File: src/hw/rtl/mdpvs_pkg.sv
`default_nettype none

package mdpvs_pkg;

	// Configuration port geometry.
	localparam int CFG_IDX_W  = 4;
	localparam int CFG_DATA_W = 16;

	// Register indexes.
	localparam logic [CFG_IDX_W-1:0] REG_MAX_RUN      = 4'd0;
	localparam logic [CFG_IDX_W-1:0] REG_FINISH_CHECK = 4'd1;
	localparam logic [CFG_IDX_W-1:0] REG_VALVE_OPEN   = 4'd2;
	localparam logic [CFG_IDX_W-1:0] REG_CUR_THRESH   = 4'd3;

	// Register reset values.
	localparam logic [15:0] MAX_RUN_RST      = 16'd36000;
	localparam logic [15:0] FINISH_CHECK_RST = 16'd600;
	localparam logic [15:0] VALVE_OPEN_RST   = 16'd400;
	localparam logic [9:0]  CUR_THRESH_RST   = 10'd100;

	// Sequencing constants.
	localparam logic [16:0] FEEDBACK_DELAY = 17'd30;
	localparam logic [6:0]  DRY_LIMIT      = 7'd100;
	localparam logic [15:0] CNT_MAX        = 16'hFFFF;

	// Drain tank level codes.
	localparam logic [2:0] LVL_EMPTY = 3'd0;
	localparam logic [2:0] LVL_LOW   = 3'd1;
	localparam logic [2:0] LVL_HIGH  = 3'd2;
	localparam logic [2:0] LVL_ERROR = 3'd3;

	// Request codes.
	localparam logic REQ_TICK = 1'b0;
	localparam logic REQ_KEY  = 1'b1;

	typedef enum logic [1:0] {
		TONE_NONE    = 2'd0,
		TONE_WARNING = 2'd1,
		TONE_SET_ON  = 2'd2,
		TONE_SET_OFF = 2'd3
	} tone_t;

	typedef struct packed {
		logic [15:0] max_run_ticks;
		logic [15:0] finish_check_ticks;
		logic [15:0] valve_open_ticks;
		logic [9:0]  current_threshold;
	} cfg_t;

	typedef struct packed {
		logic        req_type;
		logic        filter_closed;
		logic        pump_fault;
		logic        room_low_fault;
		logic        leak_fault;
		logic        auto_drain_busy;
		logic [2:0]  drain_level;
		logic        room_tank_low;
		logic [9:0]  pump_current;
	} item_t;

	typedef struct packed {
		logic  pump_on;
		logic  valve_on;
		logic  running;
		tone_t tone;
	} res_t;

	typedef struct packed {
		logic        run_flag;
		logic [15:0] run_timer;
		logic        pump;
		logic        valve;
		logic        came_from_high;
		logic [15:0] open_timer;
		logic [15:0] finish_timer;
		logic [6:0]  dry_count;
	} seq_state_t;

endpackage

`default_nettype wire

File: src/hw/rtl/mdpvs_if.sv
`default_nettype none

// Input channel: one key press or timer tick per word.
interface mdpvs_item_if;
	logic       valid;
	logic       ready;
	logic       req_type;
	logic       filter_closed;
	logic       pump_fault;
	logic       room_low_fault;
	logic       leak_fault;
	logic       auto_drain_busy;
	logic [2:0] drain_level;
	logic       room_tank_low;
	logic [9:0] pump_current;

	modport source (
		output valid, req_type, filter_closed, pump_fault, room_low_fault,
		       leak_fault, auto_drain_busy, drain_level, room_tank_low, pump_current,
		input  ready
	);
	modport sink (
		input  valid, req_type, filter_closed, pump_fault, room_low_fault,
		       leak_fault, auto_drain_busy, drain_level, room_tank_low, pump_current,
		output ready
	);
endinterface

// Output channel: one result word per input word.
interface mdpvs_res_if;
	logic       valid;
	logic       ready;
	logic       pump_on;
	logic       valve_on;
	logic       running;
	logic [1:0] tone;

	modport source (output valid, pump_on, valve_on, running, tone, input ready);
	modport sink (input valid, pump_on, valve_on, running, tone, output ready);
endinterface

`default_nettype wire

File: src/hw/rtl/manual_drain_pump_valve_sequencer_unit.sv
// Manual drain pump and valve sequencer.
// The item channel takes one word per key press or timer tick, with the fault
// flags, drain tank level, room tank low level and pump current sample. The
// result channel gives exactly one word per input word: pump and valve drive,
// the run flag and a tone code, all showing the state after that word.
// The configuration port writes one register per cycle with cfg_we high;
// writes must be made only while no word is in flight; the block does not enforce this.
// The result word is registered twice: an accepted word is captured in an input
// register, and when it moves on, the sequencer state and the result register
// update together. One word is accepted per cycle while the receiver takes its
// results; the rate is set by the single state update each word makes.
// When the receiver stalls, the result register holds its word and the input
// register fills; item.ready then drops until the result is taken.
// Reset clears both valid flags, the run state and all timers, and loads the
// register defaults (36000, 600, 400, 100).
`default_nettype none

module manual_drain_pump_valve_sequencer_unit (
	input  wire                                 clk,
	input  wire                                 arst_n,
	input  wire                                 cfg_we,
	input  wire [mdpvs_pkg::CFG_IDX_W-1:0]      cfg_index,
	input  wire [mdpvs_pkg::CFG_DATA_W-1:0]     cfg_data,
	mdpvs_item_if.sink                          item,
	mdpvs_res_if.source                         result
);
	import mdpvs_pkg::*;

	cfg_t       cfg_q;
	seq_state_t state_q;
	seq_state_t state_nxt;
	item_t      item_s1;
	logic       valid_s1;
	res_t       res_nxt;
	res_t       res_s2;
	logic       valid_s2;
	logic       advance;

	// Configuration registers.
	always_ff @(posedge clk or negedge arst_n) begin
		if (!arst_n) begin
			cfg_q.max_run_ticks      <= MAX_RUN_RST;
			cfg_q.finish_check_ticks <= FINISH_CHECK_RST;
			cfg_q.valve_open_ticks   <= VALVE_OPEN_RST;
			cfg_q.current_threshold  <= CUR_THRESH_RST;
		end else if (cfg_we) begin
			unique case (cfg_index)
				REG_MAX_RUN:      cfg_q.max_run_ticks      <= cfg_data;
				REG_FINISH_CHECK: cfg_q.finish_check_ticks <= cfg_data;
				REG_VALVE_OPEN:   cfg_q.valve_open_ticks   <= cfg_data;
				REG_CUR_THRESH:   cfg_q.current_threshold  <= cfg_data[9:0];
				default: ;
			endcase
		end
	end

	// Handshake: stage 1 moves on when the result register is free or being taken.
	assign advance    = valid_s1 && (!valid_s2 || result.ready);
	assign item.ready = !valid_s1 || advance;

	// Input register.
	always_ff @(posedge clk or negedge arst_n) begin
		if (!arst_n) begin
			valid_s1 <= 1'b0;
		end else if (item.ready) begin
			valid_s1 <= item.valid;
		end
	end

	always_ff @(posedge clk) begin
		if (item.valid && item.ready) begin
			item_s1.req_type        <= item.req_type;
			item_s1.filter_closed   <= item.filter_closed;
			item_s1.pump_fault      <= item.pump_fault;
			item_s1.room_low_fault  <= item.room_low_fault;
			item_s1.leak_fault      <= item.leak_fault;
			item_s1.auto_drain_busy <= item.auto_drain_busy;
			item_s1.drain_level     <= item.drain_level;
			item_s1.room_tank_low   <= item.room_tank_low;
			item_s1.pump_current    <= item.pump_current;
		end
	end

	mdpvs_step u_step (
		.cur  (state_q),
		.cfg  (cfg_q),
		.item (item_s1),
		.nxt  (state_nxt),
		.res  (res_nxt)
	);

	// Sequencer state updates once per word.
	always_ff @(posedge clk or negedge arst_n) begin
		if (!arst_n) begin
			state_q <= '0;
		end else if (advance) begin
			state_q <= state_nxt;
		end
	end

	// Result register.
	always_ff @(posedge clk or negedge arst_n) begin
		if (!arst_n) begin
			valid_s2 <= 1'b0;
		end else if (advance) begin
			valid_s2 <= 1'b1;
		end else if (result.ready) begin
			valid_s2 <= 1'b0;
		end
	end

	always_ff @(posedge clk) begin
		if (advance) begin
			res_s2 <= res_nxt;
		end
	end

	assign result.valid    = valid_s2;
	assign result.pump_on  = res_s2.pump_on;
	assign result.valve_on = res_s2.valve_on;
	assign result.running  = res_s2.running;
	assign result.tone     = res_s2.tone;

`ifndef NO_ASSERTIONS
	// Pump and valve are never driven together.
	a_pump_valve_excl: assert property (@(posedge clk) disable iff (!arst_n)
		!(state_q.pump && state_q.valve))
		else $error("pump and valve both on");

	// The no-water counter stays at or below its limit.
	a_dry_limit: assert property (@(posedge clk) disable iff (!arst_n)
		state_q.dry_count <= DRY_LIMIT)
		else $error("dry count above limit");

	// A word leaving stage 1 always lands in the result register.
	a_advance_fills: assert property (@(posedge clk) disable iff (!arst_n)
		advance |=> valid_s2)
		else $error("advanced word lost");

	// Start tone comes only with a running result, stop tone only with a stopped one.
	a_tone_run: assert property (@(posedge clk) disable iff (!arst_n)
		valid_s2 |-> ((res_s2.tone != TONE_SET_ON || res_s2.running) &&
			(res_s2.tone != TONE_SET_OFF || !res_s2.running)))
		else $error("tone disagrees with run flag");
`endif

endmodule

`default_nettype wire

File: src/hw/rtl/mdpvs_step.sv
`default_nettype none

// Next-state and result logic for one word against the current sequencer state.
module mdpvs_step (
	input  mdpvs_pkg::seq_state_t cur,
	input  mdpvs_pkg::cfg_t       cfg,
	input  mdpvs_pkg::item_t      item,
	output mdpvs_pkg::seq_state_t nxt,
	output mdpvs_pkg::res_t       res
);
	import mdpvs_pkg::*;

	logic        fault;
	logic        dry;
	logic [16:0] open_limit;
	logic [15:0] hold;
	logic [15:0] run_inc;
	logic [15:0] open_inc;
	logic [15:0] finish_inc;
	logic [6:0]  dry_inc;
	tone_t       tone;

	// Shared terms.
	assign fault = !item.filter_closed || item.pump_fault || item.room_low_fault ||
		item.leak_fault || item.auto_drain_busy;
	assign dry        = item.pump_current <= cfg.current_threshold;
	assign open_limit = {1'b0, cfg.valve_open_ticks} + FEEDBACK_DELAY;
	assign hold       = open_limit[16] ? CNT_MAX : open_limit[15:0];
	assign run_inc    = (cur.run_timer == CNT_MAX) ? CNT_MAX : cur.run_timer + 16'd1;
	assign open_inc   = (cur.open_timer == CNT_MAX) ? CNT_MAX : cur.open_timer + 16'd1;
	assign finish_inc = (cur.finish_timer == CNT_MAX) ? CNT_MAX : cur.finish_timer + 16'd1;
	assign dry_inc    = (cur.dry_count >= DRY_LIMIT) ? DRY_LIMIT : cur.dry_count + 7'd1;

	always_comb begin
		nxt  = cur;
		tone = TONE_NONE;
		if (item.req_type == REQ_KEY) begin
			// Key press toggles the run state only; a start with a fault gives a warning instead.
			if (!cur.run_flag) begin
				if (fault) begin
					tone = TONE_WARNING;
				end else begin
					tone         = TONE_SET_ON;
					nxt.run_flag = 1'b1;
				end
			end else begin
				tone         = TONE_SET_OFF;
				nxt.run_flag = 1'b0;
			end
		end else begin
			if (cur.run_flag && fault) begin
				tone = TONE_WARNING;
			end
			if (!cur.run_flag || fault || run_inc >= cfg.max_run_ticks) begin
				// Idle, aborted or out of time: clear all sequencing state.
				nxt = '0;
			end else begin
				nxt.run_timer = run_inc;
				case (item.drain_level)
					LVL_EMPTY: begin
						nxt.pump           = 1'b0;
						nxt.valve          = 1'b1;
						nxt.came_from_high = 1'b0;
						nxt.open_timer     = '0;
						nxt.dry_count      = '0;
						if (item.room_tank_low) begin
							nxt.finish_timer = finish_inc;
							if (finish_inc >= cfg.finish_check_ticks) begin
								// Early finish: next tick ends the run.
								nxt.finish_timer = '0;
								nxt.run_timer    = cfg.max_run_ticks;
							end
						end else begin
							nxt.finish_timer = '0;
						end
					end
					LVL_LOW: begin
						nxt.finish_timer = '0;
						if (!cur.came_from_high) begin
							nxt.open_timer = open_inc;
							if (open_inc >= cfg.valve_open_ticks) begin
								nxt.pump  = 1'b1;
								nxt.valve = 1'b0;
								if ({1'b0, open_inc} >= open_limit) begin
									nxt.open_timer = dry ? 16'd0 : hold;
								end
							end else begin
								nxt.pump  = 1'b0;
								nxt.valve = 1'b1;
							end
						end else begin
							nxt.open_timer = '0;
							if (dry) begin
								nxt.dry_count = dry_inc;
								if (dry_inc >= DRY_LIMIT) begin
									nxt.dry_count = DRY_LIMIT;
									nxt.pump      = 1'b0;
									nxt.valve     = 1'b1;
								end else begin
									nxt.pump  = 1'b1;
									nxt.valve = 1'b0;
								end
							end else begin
								nxt.pump      = 1'b1;
								nxt.valve     = 1'b0;
								nxt.dry_count = '0;
							end
						end
					end
					LVL_HIGH, LVL_ERROR: begin
						nxt.pump           = 1'b1;
						nxt.valve          = 1'b0;
						nxt.came_from_high = 1'b1;
						nxt.dry_count      = '0;
					end
					default: begin
						// Invalid level reading.
						nxt.pump           = 1'b0;
						nxt.valve          = 1'b0;
						nxt.came_from_high = 1'b0;
					end
				endcase
			end
		end
	end

	// Result shows the state after the word.
	always_comb begin
		res.pump_on  = nxt.pump;
		res.valve_on = nxt.valve;
		res.running  = nxt.run_flag;
		res.tone     = tone;
	end

endmodule

`default_nettype wire
File: src/flat_wrapper.sv
// flat-port wrapper written by rule: the top's interface ports become plain ports
module manual_drain_pump_valve_sequencer_unit_flat import mdpvs_pkg::*;
  (clk, arst_n, cfg_we, cfg_index, cfg_data, item_valid, item_req_type, item_filter_closed, item_pump_fault, item_room_low_fault, item_leak_fault, item_auto_drain_busy, item_drain_level, item_room_tank_low, item_pump_current, item_ready, result_valid, result_pump_on, result_valve_on, result_running, result_tone, result_ready);
  mdpvs_item_if item_i ();
  mdpvs_res_if result_i ();
  input  wire clk;
  input  wire arst_n;
  input  wire cfg_we;
  input  wire [mdpvs_pkg::CFG_IDX_W-1:0] cfg_index;
  input  wire [mdpvs_pkg::CFG_DATA_W-1:0] cfg_data;
  input wire logic [$bits(item_i.valid)-1:0] item_valid;
  input wire logic [$bits(item_i.req_type)-1:0] item_req_type;
  input wire logic [$bits(item_i.filter_closed)-1:0] item_filter_closed;
  input wire logic [$bits(item_i.pump_fault)-1:0] item_pump_fault;
  input wire logic [$bits(item_i.room_low_fault)-1:0] item_room_low_fault;
  input wire logic [$bits(item_i.leak_fault)-1:0] item_leak_fault;
  input wire logic [$bits(item_i.auto_drain_busy)-1:0] item_auto_drain_busy;
  input wire logic [$bits(item_i.drain_level)-1:0] item_drain_level;
  input wire logic [$bits(item_i.room_tank_low)-1:0] item_room_tank_low;
  input wire logic [$bits(item_i.pump_current)-1:0] item_pump_current;
  output wire logic [$bits(item_i.ready)-1:0] item_ready;
  output wire logic [$bits(result_i.valid)-1:0] result_valid;
  output wire logic [$bits(result_i.pump_on)-1:0] result_pump_on;
  output wire logic [$bits(result_i.valve_on)-1:0] result_valve_on;
  output wire logic [$bits(result_i.running)-1:0] result_running;
  output wire logic [$bits(result_i.tone)-1:0] result_tone;
  input wire logic [$bits(result_i.ready)-1:0] result_ready;
  assign item_i.valid = item_valid;
  assign item_i.req_type = item_req_type;
  assign item_i.filter_closed = item_filter_closed;
  assign item_i.pump_fault = item_pump_fault;
  assign item_i.room_low_fault = item_room_low_fault;
  assign item_i.leak_fault = item_leak_fault;
  assign item_i.auto_drain_busy = item_auto_drain_busy;
  assign item_i.drain_level = item_drain_level;
  assign item_i.room_tank_low = item_room_tank_low;
  assign item_i.pump_current = item_pump_current;
  assign item_ready = item_i.ready;
  assign result_valid = result_i.valid;
  assign result_pump_on = result_i.pump_on;
  assign result_valve_on = result_i.valve_on;
  assign result_running = result_i.running;
  assign result_tone = result_i.tone;
  assign result_i.ready = result_ready;
  manual_drain_pump_valve_sequencer_unit u_core (.clk(clk), .arst_n(arst_n), .cfg_we(cfg_we), .cfg_index(cfg_index), .cfg_data(cfg_data), .item(item_i), .result(result_i));
endmodule
File: config.mk
export PLATFORM = sky130hd
export DESIGN_NAME = manual_drain_pump_valve_sequencer_unit_flat
export DESIGN_NICKNAME = d
export VERILOG_FILES = /design/src/hw/rtl/mdpvs_pkg.sv /design/src/hw/rtl/mdpvs_if.sv /design/src/hw/rtl/manual_drain_pump_valve_sequencer_unit.sv /design/src/hw/rtl/mdpvs_step.sv /design/src/flat_wrapper.sv
export SDC_FILE = /design/constraint.sdc
export NUM_CORES = 1
export LEC_CHECK = 0
export BUFFER_PORTS_ARGS = -buffer_cell sky130_fd_sc_hd__buf_2
export CELL_PAD_IN_SITES_DETAIL_PLACEMENT = 0
export CELL_PAD_IN_SITES_GLOBAL_PLACEMENT = 1
export CORE_MARGIN = 2
export CORE_UTILIZATION = 32
export CTS_CLUSTER_DIAMETER = 30
export DETAILED_ROUTE_END_ITERATION = 7
export PLACE_DENSITY_LB_ADDON = 0.1
export SYNTH_ARGS = -nofsm -noshare
export SYNTH_HDL_FRONTEND = slang
export SYNTH_SLANG_ARGS = --single-unit
File: constraint.sdc
create_clock -name clk -period 7.7 [get_ports clk]
set_input_delay 0.77 -clock clk [delete_from_list [all_inputs] [get_ports clk]]
set_output_delay 0.77 -clock clk [all_outputs]
set_load 0.01 [all_outputs]
==> summary.md <==
| Metric | Value |
|---|---|
| Initial drt markers | 363 |
| Top FF cell, synth | dfrtp_1 |
| First-pass GRT wire length | 39.0 mm |
| Final hold violation count | 0 |
| Async SR Flop Fraction | 82.6% |
| Hold-fix buffers, CTS | 0 |
| Setup TNS | 0 ns |
| Syn Nets | 1022 |
| # nets final | 1075 |
| Cells after DPL | 1273 |
| Worst-Skew Late Latency | around 0.43 ns |
| MaxCap Viol Count | 0 |
| Via density per instance | 5.13 |
| Crit path max-delay family | simple AND/OR/NAND/NOR gates |
| Final WL | between 20 and 25 mm |
| Min-delay worst type | input pin to asynchronous set/reset pin |
| Cell Rows | 60 |
| Seq cells post-synth | approximately 140 |
| Share of the synthesized area in the top cell type | 29.8% |
| Io pins | 52 |
| Die Wd | 169 µm |
| Vias in the first global route | 6662 |
| Number of distinct library cells after synthesis | 66 |
| Worst reg2reg endpoint | u_core.state_q[28] |
| CTS resizes | 0 |
| Critical Path Start Type | flop |
| Total GRT Usage | 17.9% |
| Crit Path Class | flop to flop |
| Skew final | 0.0149 ns |
| Peak supply drop | 0.0000918 V |
| DRT antenna net count | 0 |
| Synth area leaders | dfrtp_1 30%, ha_1 11%, edfxtp_1 8.6% |
| Overall power | 0.00214 W |
| CTS tree | done |
| Crit. path cell count | 12 |
| Rel. slew slack | 35.3% |
| Final worst-path cycle share | 61.9% |
| Ys Warns | 0 |
| Final min period | 4.77 ns |
| ANT cells | 0 |
| CP peak stage delay | 0.72 ns |
| Hpwl dp | 17.8 mm |
| Clock transition at path regs | 0.08 ns |
| Total power divided by cell area | 213 mW/mm² |
| Post-CTS Setup Bufs | 0 |
| Layout cell share with drive strength beyond 1 | 15.6% |
| Total CTS buffers | 17 |
| Most frequent cells in the layout | 126 x nand2_1, 104 x dfrtp_1, 79 x ha_1 |
| Synth Area per Inst | 9.72 µm² |
| Htree depth | 4 |
| Yosys top cell by area | dfrtp_1 |
| Max-slew violations | 0 |
| Cells after Synth | roughly 900 |
| GPL Wtd Cong | approximately 0.77 |
| Max clock buf depth | 2 |
| Vias | 6701 |
| Arrival @ worst endpoint | 5.11 ns |
| CTS root buf | clkbuf_16 |
| Area growth syn-to-layout | 14.7% |
| Maximum clock frequency | 210 MHz |
| Port buffer count | 51 |
| Finished Layout Cells | 1305 |
| Die Span Y | 169 µm |
| Core Area | 0.0269 mm² |
| Commonest non-fill, non-tap cell in the layout | nand2_1 |
| Worst Setup End Kind | flop |
| Initial core utilization | 32.5% |
| Largest net degree at the start of global routing | 68 |
| Bufs and invs on worst path | 0 |
| Critical path's slowest cell | nor4_1 |
| Reg-to-reg setup timing slack | between 2 and 3 ns |
| Data required, critical path | 8.05 ns |
| Leakage | 4.54 nW |
| Drt wl/cell | 18.9 µm |
| Setup crit end | u_core.state_q[28] |
| Post-synth EDFFs | 25 |
| Global route overflow | 0 |
| R2R cell count | 12 |
| Worst path cell trace | ha_1 -> nand3_1 -> or3_1 -> nand2_1 -> ha_1 -> and4_1 -> a21oi_1 -> nand4b_1 -> nor4_1 -> and4b_1 -> nand2_1 -> o21ai_0 |
| Sequential share of the synthesized area | 42.9% |
| Worst Max-Slew Pin Slew | 0.962 ns |
| Die ar. | 0.0286 mm² |
| Beginning of the critical path | u_core.state_q[42] |
| CP max FO | 13 |
| Final Hold Slack | 0.395 ns |
| Final setup viols | 0 |
| RSZ-0062 raised after global routing | no |
| Initial antenna violation count | 0 |
| Mapped Area | 0.00873 mm² |
| # DRC | 0 |
| TritonRoute pass-1 iters | 4 |
| Status | finished clean |
| Worst r2r src | u_core.state_q[42] |
| Num Clock Sinks | 144 |
sequential cells by signal, indices dropped and copies added (netlist names):
signal	count
u_core.valid_s1	1
u_core.result.tone	2
u_core.state_q	59
u_core.result.pump_on	1
u_core.item_s1	20
u_core.cfg_q	58
u_core.result.valid	1
u_core.result.valve_on	1
u_core.result.running	1
report_power, final:
part           leakage (nW)  total (W)  switching [W]  internal, W
clock network         0.302   0.000865       0.000418     0.000447
logic                  2.47   0.000346       0.000206     0.000140
registers              1.77   0.000925      0.0000540     0.000871
total                  4.54    0.00214       0.000678      0.00146
per-stage QoR:
stage / worst slack, ns / utilization, % / cell area [µm²]
2_1_floorplan: 4.01 / - / 8730
3_3_place_gp: 2.89 / 34.9 / 9390
3_5_place_dp: 2.85 / 34.9 / 9390
4_1_cts: 2.87 / 37.3 / 10000
5_1_grt: 2.52 / 37.3 / 10000
6_report: 2.93 / 37.3 / 10000
per-layer routing:
metal,up-vias,part of all wire (%),track usage [%],wire length (µm)
met3,22,2.3,2.24,562
met4,0,1.2,4.91,299
met5,-,0,0,0
met1,3234,51,26.1,12600
li1,3349,-,-,-
met2,96,45,28.1,11200
final cells by class:
class                   count  area (µm²)
clock buffers              17         425
clock inverters            15         201
fillers                  2779       16900
inverters                  74         278
multi-input cells         656        4620
flip-flops and latches    144        3750
well taps                 341         427
repair buffers             58         310
worst min-delay path by stage:
stage / start / to
finish: arst_n / u_core.state_q[5]
global route: arst_n / u_core.state_q[6]
CTS: arst_n / u_core.state_q[5]
detailed placement: u_core.state_q[41] / u_core.state_q[41]
global placement: u_core.state_q[41] / u_core.state_q[41]
floorplan: u_core.state_q[41] / u_core.state_q[41]
synthesized netlist by cell type, types with 2 or more instances:
cell       instances
a31oi_1           10
and4_1             7
a22o_1            16
nand2_1          126
nand2b_1          13
a22oi_1            6
or4_1              2
mux2i_1           16
nor2b_1            8
xnor2_1           24
clkbuf_1          19
edfxtp_1          25
nand3b_1           5
or3_1              5
a2111oi_0          2
nor2_1            27
nor3_1             8
buf_6              2
o2111ai_1          2
nand3_1           42
a21o_1             7
inv_1             74
a31o_2             2
o41ai_1            3
xor2_1            17
a32oi_1           10
nor4_2             2
a211oi_1           9
and3_1            14
o21ai_0           75
dfstp_2           15
nor4_1             3
o21a_1             5
o211ai_1           5
a21oi_1           27
nand4_1           15
and2_1             7
o21ai_1            2
mux2_2            31
ha_1              79
buf_2              2
dfrtp_1          104
a41oi_1            2
logic make-up after synthesis:
family,count (synthesis),share of synthesized area (%)
AO/OA/AOI/OAI,197,14.8
AND/OR/NAND/NOR,291,16.5
XOR/XNOR,41,4.11
adder cells (fa/ha/maj),80,11.4
buffers and inverters,98,4.46
multiplexers,47,5.83
flip-flops,144,42.9
(Power assumes the default switching activity.)
